$ cat config.mk
export PLATFORM = sky130hd
export DESIGN_NAME = hpq_ctrl
export DESIGN_NICKNAME = d
export VERILOG_FILES = /design/src/hpq_pkg.sv /design/src/hpq_ctrl.sv
export SDC_FILE = /design/constraint.sdc
export NUM_CORES = 1
export LEC_CHECK = 0
export BUFFER_PORTS_ARGS = -buffer_cell sky130_fd_sc_hd__clkbuf_2
export CAP_MARGIN = 20
export CORE_MARGIN = 3
export CORE_UTILIZATION = 24
export DETAILED_ROUTE_END_ITERATION = 16
export GPL_TIMING_DRIVEN = 1
export PLACE_DENSITY = 0.47
export RECOVER_POWER = 100
export SYNTH_ARGS = -nofsm -noshare
export SYNTH_HDL_FRONTEND = slang
export SYNTH_SLANG_ARGS = --single-unit
$ cat constraint.sdc
create_clock -name clk_i -period 6.65 [get_ports clk_i]
set_input_delay 0.3325 -clock clk_i [delete_from_list [all_inputs] [get_ports clk_i]]
set_output_delay 0.3325 -clock clk_i [all_outputs]
set_load 0.005 [all_outputs]
$ cat src/hpq_pkg.sv
// Shared types, widths and codes for the max-heap priority queue.
`default_nettype none

package hpq_pkg;

  localparam int unsigned CAPACITY_DEF = 1024;
  localparam int unsigned DATA_W       = 32;
  localparam int unsigned STATUS_W     = 2;
  localparam int unsigned OCC_W        = 11;

  // Operation codes carried by kind.
  localparam logic KIND_INSERT = 1'b0;
  localparam logic KIND_REMOVE = 1'b1;

  // Result status codes.
  localparam logic [STATUS_W-1:0] ST_OK    = 2'd0;
  localparam logic [STATUS_W-1:0] ST_FULL  = 2'd1;
  localparam logic [STATUS_W-1:0] ST_EMPTY = 2'd2;

  // One result, as the sequencer hands it to the top level.
  typedef struct packed {
    logic                     strobe;
    logic signed [DATA_W-1:0] max_value;
    logic [STATUS_W-1:0]      status;
    logic [OCC_W-1:0]         occupancy;
  } hpq_result_t;

endpackage

`default_nettype wire

$ cat src/hpq_ctrl.sv
// Sequencer that runs the sift-up and sift-down walks over the heap storage.
`default_nettype none

module hpq_ctrl
  import hpq_pkg::*;
#(
  parameter int unsigned CAPACITY = CAPACITY_DEF,
  localparam int unsigned PW      = $clog2(CAPACITY + 1),
  localparam int unsigned AW      = $clog2(CAPACITY)
) (
  input  wire logic                     clk_i,
  input  wire logic                     rst_ni,
  input  wire logic                     start,
  input  wire logic                     kind_i,
  input  wire logic signed [DATA_W-1:0] value_i,
  output logic                          busy,
  output hpq_result_t                   result_o,
  output logic                          mem_we_o,
  output logic [AW-1:0]                 mem_waddr_o,
  output logic signed [DATA_W-1:0]      mem_wdata_o,
  output logic [AW-1:0]                 mem_raddr_a_o,
  output logic [AW-1:0]                 mem_raddr_b_o,
  input  wire logic signed [DATA_W-1:0] mem_rdata_a_i,
  input  wire logic signed [DATA_W-1:0] mem_rdata_b_i
);

  localparam logic [2:0] S_IDLE   = 3'd0;
  localparam logic [2:0] S_UP_RD  = 3'd1;
  localparam logic [2:0] S_UP_CMP = 3'd2;
  localparam logic [2:0] S_RM_LD  = 3'd3;
  localparam logic [2:0] S_DN_RD  = 3'd4;
  localparam logic [2:0] S_DN_CMP = 3'd5;

  logic [2:0]               state_q, state_d;
  logic [PW-1:0]            cnt_q, cnt_d;
  logic [PW-1:0]            pos_q, pos_d;
  logic signed [DATA_W-1:0] val_q, val_d;
  logic signed [DATA_W-1:0] top_q, top_d;
  hpq_result_t              res_q, res_d;

  logic [PW:0]              child_l;
  logic [PW:0]              cnt_ext;
  logic [PW:0]              pick_pos;
  logic signed [DATA_W-1:0] pick_val;

  assign child_l = {pos_q, 1'b0};
  assign cnt_ext = {1'b0, cnt_q};

  // The right child wins only when it exists and is strictly greater.
  always_comb begin
    pick_pos = child_l;
    pick_val = mem_rdata_a_i;
    if ((child_l < cnt_ext) && (mem_rdata_b_i > mem_rdata_a_i)) begin
      pick_pos = child_l + (PW + 1)'(1);
      pick_val = mem_rdata_b_i;
    end
  end

  always_comb begin
    state_d       = state_q;
    cnt_d         = cnt_q;
    pos_d         = pos_q;
    val_d         = val_q;
    top_d         = top_q;
    res_d         = '0;
    mem_we_o      = 1'b0;
    mem_waddr_o   = AW'(pos_q - PW'(1));
    mem_wdata_o   = val_q;
    mem_raddr_a_o = '0;
    mem_raddr_b_o = '0;

    unique case (state_q)
      S_IDLE: begin
        if (start) begin
          if (kind_i == KIND_INSERT) begin
            if (cnt_q == PW'(CAPACITY)) begin
              res_d = '{strobe: 1'b1, max_value: '0, status: ST_FULL,
                        occupancy: OCC_W'(cnt_q)};
            end else begin
              cnt_d   = cnt_q + PW'(1);
              pos_d   = cnt_q + PW'(1);
              val_d   = value_i;
              state_d = S_UP_RD;
            end
          end else begin
            if (cnt_q == '0) begin
              res_d = '{strobe: 1'b1, max_value: '0, status: ST_EMPTY,
                        occupancy: OCC_W'(cnt_q)};
            end else begin
              // Fetch the root and the last entry together.
              mem_raddr_a_o = '0;
              mem_raddr_b_o = AW'(cnt_q - PW'(1));
              cnt_d         = cnt_q - PW'(1);
              pos_d         = PW'(1);
              state_d       = S_RM_LD;
            end
          end
        end
      end

      S_UP_RD: begin
        if (pos_q == PW'(1)) begin
          mem_we_o = 1'b1;
          res_d    = '{strobe: 1'b1, max_value: '0, status: ST_OK,
                       occupancy: OCC_W'(cnt_q)};
          state_d  = S_IDLE;
        end else begin
          mem_raddr_a_o = AW'((pos_q >> 1) - PW'(1));
          state_d       = S_UP_CMP;
        end
      end

      S_UP_CMP: begin
        if (mem_rdata_a_i < val_q) begin
          // Parent moves down one level and the hole climbs.
          mem_we_o    = 1'b1;
          mem_wdata_o = mem_rdata_a_i;
          pos_d       = pos_q >> 1;
          state_d     = S_UP_RD;
        end else begin
          mem_we_o = 1'b1;
          res_d    = '{strobe: 1'b1, max_value: '0, status: ST_OK,
                       occupancy: OCC_W'(cnt_q)};
          state_d  = S_IDLE;
        end
      end

      S_RM_LD: begin
        top_d   = mem_rdata_a_i;
        val_d   = mem_rdata_b_i;
        state_d = S_DN_RD;
      end

      S_DN_RD: begin
        if (child_l <= cnt_ext) begin
          mem_raddr_a_o = AW'(child_l - (PW + 1)'(1));
          mem_raddr_b_o = AW'(child_l);
          state_d       = S_DN_CMP;
        end else begin
          mem_we_o = 1'b1;
          res_d    = '{strobe: 1'b1, max_value: top_q, status: ST_OK,
                       occupancy: OCC_W'(cnt_q)};
          state_d  = S_IDLE;
        end
      end

      S_DN_CMP: begin
        if (pick_val <= val_q) begin
          mem_we_o = 1'b1;
          res_d    = '{strobe: 1'b1, max_value: top_q, status: ST_OK,
                       occupancy: OCC_W'(cnt_q)};
          state_d  = S_IDLE;
        end else begin
          mem_we_o    = 1'b1;
          mem_wdata_o = pick_val;
          pos_d       = PW'(pick_pos);
          state_d     = S_DN_RD;
        end
      end

      default: begin
        state_d = S_IDLE;
      end
    endcase
  end

  always_ff @(posedge clk_i or negedge rst_ni) begin
    if (!rst_ni) begin
      state_q <= S_IDLE;
      cnt_q   <= '0;
      res_q   <= '0;
    end else begin
      state_q <= state_d;
      cnt_q   <= cnt_d;
      res_q   <= res_d;
    end
  end

  always_ff @(posedge clk_i) begin
    pos_q <= pos_d;
    val_q <= val_d;
    top_q <= top_d;
  end

  assign busy     = (state_q != S_IDLE);
  assign result_o = res_q;

endmodule

`default_nettype wire

; Word level (Yosys, flattened, before mapping)
; Cells that the tools add are included.
[totals]
n_memories = 0
ram_bits = 0
latchBits = 0
romBits = 0
output_inout_bits = 110
reg_bits = 135
[classes]
reduce_logical = 11
n_div = 0
eq_ne = 16
shift = 0
n_mul = 0
muxes = 47
add_sub_neg = 6
bitwise = 0
magnitude_cmp = 5
[ops]
columns = cell, count
row1 = 46-bit two-way mux, 8
row2 = 46-bit one-hot mux with 5 select lines, 1
row3 = 32-bit two-way mux, 6
row4 = 32-bit one-hot mux with 2 select lines, 2
row5 = 11-bit two-way mux, 9
row6 = 10-bit two-way mux, 6
row7 = 10-bit one-hot mux with 2 select lines, 2
row8 = 11-bit one-hot mux with 3 select lines, 1
row9 = 32-bit > comparator, 1
row10 = 32-bit <= comparator, 1
row11 = 32-bit less-than comparator, 1
row12 = "10-bit by 1-bit subtractor with 10-bit output, second input constant", 3
row13 = "11-bit by 1-bit adder with 11-bit output, second input constant", 2
row14 = 3-bit two-way mux, 6
row15 = 3-bit one-hot mux with 6 select lines, 1
row16 = "2-bit != test, second input constant", 7
row17 = 12-bit by 11-bit <= comparator with 1-bit output, 1
row18 = 12-bit by 11-bit less-than comparator with 1-bit output, 1
row19 = "11-bit by 1-bit equality test with 1-bit output, second input constant", 1
row20 = "11-bit equality test, second input constant", 1
row21 = 11-bit zero test, 1
row22 = "11-bit by 1-bit subtractor with 11-bit output, second input constant", 1
row23 = 4-bit AND reduction, 2
row24 = "3-bit by 2-bit equality test with 1-bit output, second input constant", 2
row25 = 13 further kinds, 18

; Depth between registers and ports, before layout
; Gate-level depths: netlist (run 1).
[logic_depth]
depth_word = 6
ltp_mapped = 24
ltp_nobuf = 20

; Worst setup path after synthesis (run 1)
; No wires, ideal clock.
[synth_path]
path_kind = register to register
from = reg cnt_q[10]
to = reg pos_q[0], enable pin
arrival_time_ps = 5150
n_path_buf = 4
setup_time_ps = 383
stages_incl_launch_ff = 23
required_time_ps = 6267
path_slack_ps = 1117
cell_sequence = dfrtp_1 clkbuf_1 inv_1 ha_1 and3_1 a22oi_1 o211ai_1 a211o_1 a21oi_1 mux2_2 clkbuf_1 clkbuf_1 o21ai_0 ha_1 nand4_1 or4_1 a21oi_1 nand3b_1 a21oi_1 o31ai_1 clkbuf_1 nand2_1 a21oi_1
[synth_between]
elab_chain_cells = 6
elab_cells_between_ends = 10
classes_between = order compare (2) / eq/ne (4) / mux (1) / reduce/logical (3)
[synth_lines]
columns = element, line_no
row1 = from (decl), hpq_ctrl.sv:35  ; logic [PW-1:0] cnt_q, cnt_d;
row2 = from (signal assigned), hpq_ctrl.sv:174  ; cnt_q <= cnt_d;
row3 = 12-bit by 11-bit less-than comparator with 1-bit output, hpq_ctrl.sv:53  ; if ((child_l < cnt_ext) && (mem_rdata_b_i > mem_rdata_a_i)) begin
row4 = 1-bit logical AND, hpq_ctrl.sv:53
row5 = 32-bit two-way mux, hpq_ctrl.sv:53
row6 = 32-bit <= comparator, hpq_ctrl.sv:148  ; if (pick_val <= val_q) begin
row7 = 2-bit != test (no source line), n/a
row8 = 6-bit AND reduction (no source line) (*), n/a
row9 = to (signal assigned), hpq_ctrl.sv:180  ; pos_q <= pos_d;
row10 = to (decl), hpq_ctrl.sv:36  ; logic [PW-1:0] pos_q, pos_d;
; Every way passes the cells marked *; elsewhere a longest branch is shown, timed or not.
; A chain may end at the register's enable or synchronous reset.

; Worst setup path in the final report (run 1)
[layout_path]
from = reg cnt_q[10]
to = out mem_wdata_o[2]
[layout_between]
elab_chain_cells = 6
[layout_lines]
columns = element, line_no
row1 = 12-bit by 11-bit less-than comparator with 1-bit output (*), hpq_ctrl.sv:53
row2 = 1-bit logical AND (*), hpq_ctrl.sv:53
row3 = 32-bit two-way mux (*), hpq_ctrl.sv:53
row4 = 32-bit <= comparator, hpq_ctrl.sv:148
row5 = 32-bit two-way mux (*), hpq_ctrl.sv:148
row6 = 32-bit one-hot mux with 2 select lines (*), hpq_ctrl.sv:72  ; unique case (state_q)
row7 = to (decl), hpq_ctrl.sv:20  ; output logic signed [DATA_W-1:0] mem_wdata_o,
; Marked as above.

==> impl_metrics.tcl, run 1 <==
set metrics [dict create \
    irDropWorstVdd_mv 0.188 \
    dpl.cell_count 1673 \
    grt_pass1_vias 8215 \
    stdcell_count 1707 \
    drc 0 \
    wl_microns 32100 \
    async_flop_share 0.444 \
    cp.arrival_ps 5870 \
    cts_root_buffer "clkbuf_16" \
    synthFlopType "edfxtp_1" \
    wire_per_inst_microns 18.8 \
    n_antenna_cell 0 \
    fin_crit_ps 6210 \
    criticalPathCategory "register to output port" \
    grt_max_degree 61 \
    cts-htree-levels 4 \
    hold_class "primary input to register" \
    fmax_mhz 161 \
    clkLatencyLatePin_ps 440 \
    ioPinCount 210 \
    synthCells 972 \
    fin_skew_ps 12.5 \
    final_common_cell "clkbuf_2" \
    cts_buffer_depth 2 \
    slew_headroom -1.45 \
    die_h_microns 204 \
    routabilityCongestion 0.832 \
    drv_slew 131 \
    vias_per_cell 4.74 \
    fp-row-count 72 \
    grtUsageTotal 0.154 \
    stdcell_area_sq_um 11600 \
    placed_cell_area_sq_um 11100 \
    fin_ws_ps 444 \
    clkTransAtPathRegs_ps 60 \
    status "finished, violations left" \
    worst_pin_slew_ps 3680 \
    grt_overflow 0 \
    crit_fanout 40 \
    leakagePower_nw 5.11 \
    cts_sinks 135 \
    maxCapViolations 3 \
    synth_edf_count 75 \
    violations "capacitance limit, slew limit" \
    critPathCaptureType "output port" \
    fin_crit_sh 0.933 \
    synth_warnings 0 \
    preCtsSetupSlack_ps 233 \
    drive_gt1_frac 0.176 \
    p_per_area_nw_per_um2 449 \
    dr_total_vias 8088 \
    dp_hpwl_microns 25100 \
    hold_viol 0 \
    setup_violations 0 \
    grt_pass1_wl_microns 48900 \
    fp.coreArea_sq_um 38700 \
    cts_tree "yes" \
    antenna_found_initial 0 \
    numPortBuffers 209 \
    yosysSeqAreaShare 0.397 \
    syn_area_per_cell_sq_um 9.72 \
    die-area_sq_um 41800 \
    fin_nets 1387 \
    die_w_microns 204 \
    ys_ff_latch 135 \
    cts_buffers 17 \
    post-cts-setup-buffers 0 \
    fin_setup_tns_ps 0 \
    postCtsHoldBufs 0 \
    drt-pass1-iter-count 5 \
    ant_nets 0 \
    final_cell_mix "clkbuf_2, ha_1, clkbuf_1" \
    area_delta_synth_final_pct 22.9 \
    syn-num-nets 1183 \
    synth.distinct_cells 63 \
    rsz0062_at_grt "no" \
    drt-initial-drc-count 416 \
    start_util 0.244 \
    start_kind "register" \
    syn-cell-area_sq_um 9450 \
    worstPathRequired_ps 6320 \
]
-- cells by family after synthesis --
group / synth area share
AO/OA/AOI/OAI: 0.166
XOR/XNOR: 0.0343
adder cells (fa/ha/maj): 0.147
buffers and inverters: 0.0567
flip-flops: 0.397
multiplexers: 0.0425
AND/OR/NAND/NOR: 0.156
-- power breakdown --
| group | total (W) | internal [W] | switching (W) |
|---|---|---|---|
| combinational | 0.00276 | 0.00113 | 0.00163 |
| sequential | 0.00149 | 0.00125 | 0.000232 |
| clock | 0.000968 | 0.000583 | 0.000385 |
-- routing by layer --
metal  global-route usage  wire length, microns  vias to the layer above
li1                     -                     -                     3948
met1                0.203                 14800                     3886
met2                0.258                 15300                      227
met3               0.0287                  1530                       27
met4               0.0430                   515                        0
met5                    0                     0                        -
-- path summary, 6_finish.rpt --
path	from	to	slack, ps	depth (start not counted)
hold / removal	value_i[2]	val_q[2]	200	2
hold reg to reg	top_q[11]	result_o[24]	440	1
max in group asynchronous	rst_ni	result_o[26]	3410	1
setup reg to reg	cnt_q[10]	pos_q[10]	690	21
min in group asynchronous	rst_ni	result_o[4]	1140	1
setup / recovery	cnt_q[10]	mem_wdata_o[2]	440	20
-- timing repair --
| item | 4_1_cts | 5_1_grt |
|---|---|---|
| pin swaps | 0 | 1 |
| setup endpoints to repair | 32 | 32 |
| gates resized for setup | 3 | 9 |
| gates cloned | 0 | 2 |
-- critical path, stage by stage, from the launching register on --
cell	delay, ps
dfrtp_1	470
inv_1	170
ha_1	330
and3_1	210
a22oi_1	210
o211ai_1	230
a211o_1	330
a21oi_2	210
mux2_4	260
buf_12	220
o21ai_0	110
ha_1	360
nand4_1	230
or4_1	630
nor3_1	270
or4b_1	260
o32ai_4	170
buf_4	220
and2_0	150
a221o_1	270
clkbuf_2	120
-- state kept, by name, indices dropped and copies added, names as in the netlist --
register,count
cnt_q,11
pos_q,11
result_o,46
state_q,3
top_q,32
val_q,32
-- Yosys cell counts, types with 2 or more instances --
cell	number	area (sq um)
buf_2	8	40.0
dfrtp_1	60	1500
a21o_1	12	90.1
edfxtp_1	75	2250
a21oi_1	61	305
o211ai_1	6	45.0
inv_1	87	327
o21ai_2	2	17.5
a221o_1	35	350
mux2i_1	3	30.0
and3_1	5	31.3
nand2b_1	4	25.0
nor4_1	6	37.5
o31ai_1	3	22.5
o21a_1	7	52.6
or3b_2	3	26.3
nand3_1	22	110
clkbuf_1	36	135
mux2_2	33	372
or3_1	2	12.5
o31a_1	2	17.5
and2_1	66	413
nand4_1	16	100
buf_6	2	22.5
nor2_1	28	105
nor3_1	19	95.1
a211o_1	3	26.3
xor2_1	8	70.1
xnor2_1	29	254
o21ai_0	67	335
ha_1	111	1390
buf_1	2	7.51
nor3b_1	3	22.5
nor2b_1	3	18.8
o22ai_1	7	43.8
a31oi_1	11	68.8
nand3b_1	2	15.0
a2bb2oi_1	2	17.5
or4_1	3	22.5
nor4_2	2	25.0
nand2_1	85	319
and4_1	2	17.5
a22oi_1	9	67.6
-- per-stage QoR --
step	power, W	util	hold slack [ps]
floorplan	0.00319	-	36.9
global placement	0.00427	0.287	431
detailed placement	0.00430	0.287	435
CTS	0.00530	0.303	27.7
global route	0.00567	0.300	179
finish	0.00522	0.300	200
-- cell type report --
type | instances | area, sq um
Tap cell | 518 | 648
Clock buffer | 17 | 425
Timing Repair Buffer | 231 | 1100
Clock inverter | 15 | 160
Inverter | 88 | 330
Fill cell | 4212 | 27100
Sequential cell | 135 | 3750
Multi-Input combinational cell | 703 | 5190
Power figures use the tool's default switching activity.
==> run 2, diff against run 1 <==
Settings changed: PLACE_DENSITY 0.47 to 0.49.
==> impl_metrics.tcl, run 2 (same netlist as run 1, synthesis figures left out) <==
set metrics [dict create \
    die_h_microns 204 \
    grt_overflow 0 \
    leakagePower_nw 5.12 \
    slew_headroom -1.52 \
    crit_family "simple AND/OR/NAND/NOR gates" \
    hold_class "primary input to register" \
    postCtsHoldBufs 0 \
    cts_tree "yes" \
    vias_per_cell 4.76 \
    dpl.cell_count 1670 \
    hold_viol 0 \
    ioPinCount 210 \
    fmax_mhz 160 \
    fin_setup_tns_ps 0 \
    drive_gt1_frac 0.178 \
    grt_pass1_wl_microns 48700 \
    wl_microns 32400 \
    fin_skew_ps 14.9 \
    routabilityCongestion 0.880 \
    fin_crit_sh 0.942 \
    grt_max_degree 61 \
    numPortBuffers 209 \
    dp_hpwl_microns 24800 \
    ff2ff_setup_slack_ps 510 \
    status "finished, violations left" \
    fin_nets 1383 \
    cts_buffer_depth 2 \
    cts_sinks 135 \
    crit_fanout 32 \
    n_antenna_cell 0 \
    die-area_sq_um 41800 \
    final_common_cell "clkbuf_2" \
    fin_crit_ps 6270 \
    worst_path_max_delay_cell "or4_1" \
    grt_pass1_vias 8070 \
    drt-initial-drc-count 568 \
    final_cell_mix "clkbuf_2, ha_1, clkbuf_1" \
    critPathCaptureType "output port" \
    p_per_area_nw_per_um2 455 \
    drc 0 \
    preCtsSetupSlack_ps 112 \
    cts-htree-levels 4 \
    multi_input_area_sq_um 5190 \
    cp.arrival_ps 5930 \
    maxCapViolations 4 \
    dr_total_vias 8114 \
    worstPathRequired_ps 6320 \
    die_w_microns 204 \
    antenna_found_initial 1 \
    fin_ws_ps 384 \
    critical-path-max-stage-delay_ps 550 \
    path_buf_inv 3 \
    worst_pin_slew_ps 3790 \
    irDropWorstVdd_mv 0.227 \
    criticalPathCategory "register to output port" \
    cts_root_buffer "clkbuf_16" \
    utilization 0.301 \
    setup_violations 0 \
    largest_reg_flops 46 \
    fillerInstances 4165 \
    regArea_sq_um 3750 \
    p_total_w 0.00530 \
    ant_nets 0 \
    reg2reg_from "cnt_q[10]" \
    crit_path_cell_trace "inv_1, ha_1, and3_1, a22oi_1, o211ai_1, a211o_1, nor2_1, mux2_4, o21ai_0, ha_1, nand4_1, or4_1, a21oi_1, nand3b_1, a21oi_1, or4b_4, o32ai_4, buf_6, and2_1, a221o_1, clkbuf_2" \
    clkLatencyLatePin_ps 440 \
    worstHoldStart "value_i[11]" \
    grtUsageTotal 0.154 \
    cts_buffers 17 \
    violations "capacitance limit, slew limit" \
    wire_per_inst_microns 19.0 \
    start_kind "register" \
    drt-pass1-iter-count 5 \
    clkTransAtPathRegs_ps 60 \
    rsz0062_at_grt "no" \
    crit_start "cnt_q[10]" \
    start_util 0.244 \
    fp-row-count 72 \
    stdcell_count 1703 \
    drv_slew 158 \
    area_delta_synth_final_pct 23.4 \
    fp.coreArea_sq_um 38700 \
]
## run 2: cell count changes in the layout (fill, tap and decap cells not counted), moves of 5 or more
cell / change
clkbuf_16: +5
clkinv_1: -5
and2_0: +7
and2_1: -7
## run 2: path summary, 6_finish.rpt
path                              endpoint  depth (start not counted)
setup reg to reg                  pos_q[4]                         20
hold reg to reg               result_o[22]                          1
setup / recovery           mem_wdata_o[27]                         21
max in group asynchronous     result_o[16]                          1
min in group asynchronous      result_o[5]                          1
hold / removal                   val_q[11]                          2
## run 2: worst register-to-register path, stage by stage, from the launching register on
cell and delay, ps:
dfrtp_1 460, inv_1 160, ha_1 340, and3_1 220, a22oi_1 190, o211ai_1 250
a211o_1 340, nor2_1 240, mux2_4 300, o21ai_0 120, ha_1 330, nand4_1 150
or4_1 550, a21oi_1 140, nand3b_1 150, a21oi_1 120, o31ai_4 310, clkbuf_1 430
nand2_1 250, a21oi_1 170, clkbuf_1 530
## run 2: metrics by stage
stage / cell area, sq um / hold slack (ps)
final: 11700 / 191
after global routing: 11700 / 168
after global placement: 11100 / 430
after CTS: 11800 / 41.3
after detailed placement: 11100 / 434
after floorplan: 9450 / 36.9
## run 2: routing by layer
metal | vias to the layer above | part of all wire | track usage
met3 | 24 | 0.058 | 0.0390
met4 | 2 | 0.013 | 0.0337
met1 | 3918 | 0.45 | 0.203
met2 | 236 | 0.47 | 0.254
li1 | 3934 | - | -
met5 | - | 0.00053 | 0
## run 2: power breakdown
group	total (W)	internal [W]	switching, W	leakage [nW]
Sequential	0.00151	0.00126	0.000253	1.50
Combinational	0.00274	0.00112	0.00162	3.30
Clock	0.00105	0.000650	0.000402	0.322
## run 2: final cells by class
type | count | share of cell area
Timing Repair Buffer | 228 | 0.0919
Clock inverter | 6 | 0.00601
Tap cell | 518 | 0.0556
Clock buffer | 26 | 0.0502
Inverter | 88 | 0.0283
Multi-Input combinational cell | 702 | 0.446
Sequential cell | 135 | 0.322
## run 2: timing repair
item | CTS | global route
pin swaps | 0 | 0
cloned | 0 | 1
endpoints found under the hold margin | 0 | 0
resized for setup | 4 | 6
endpoints found under the setup margin | 32 | 32
buffers inserted | 0 | 0
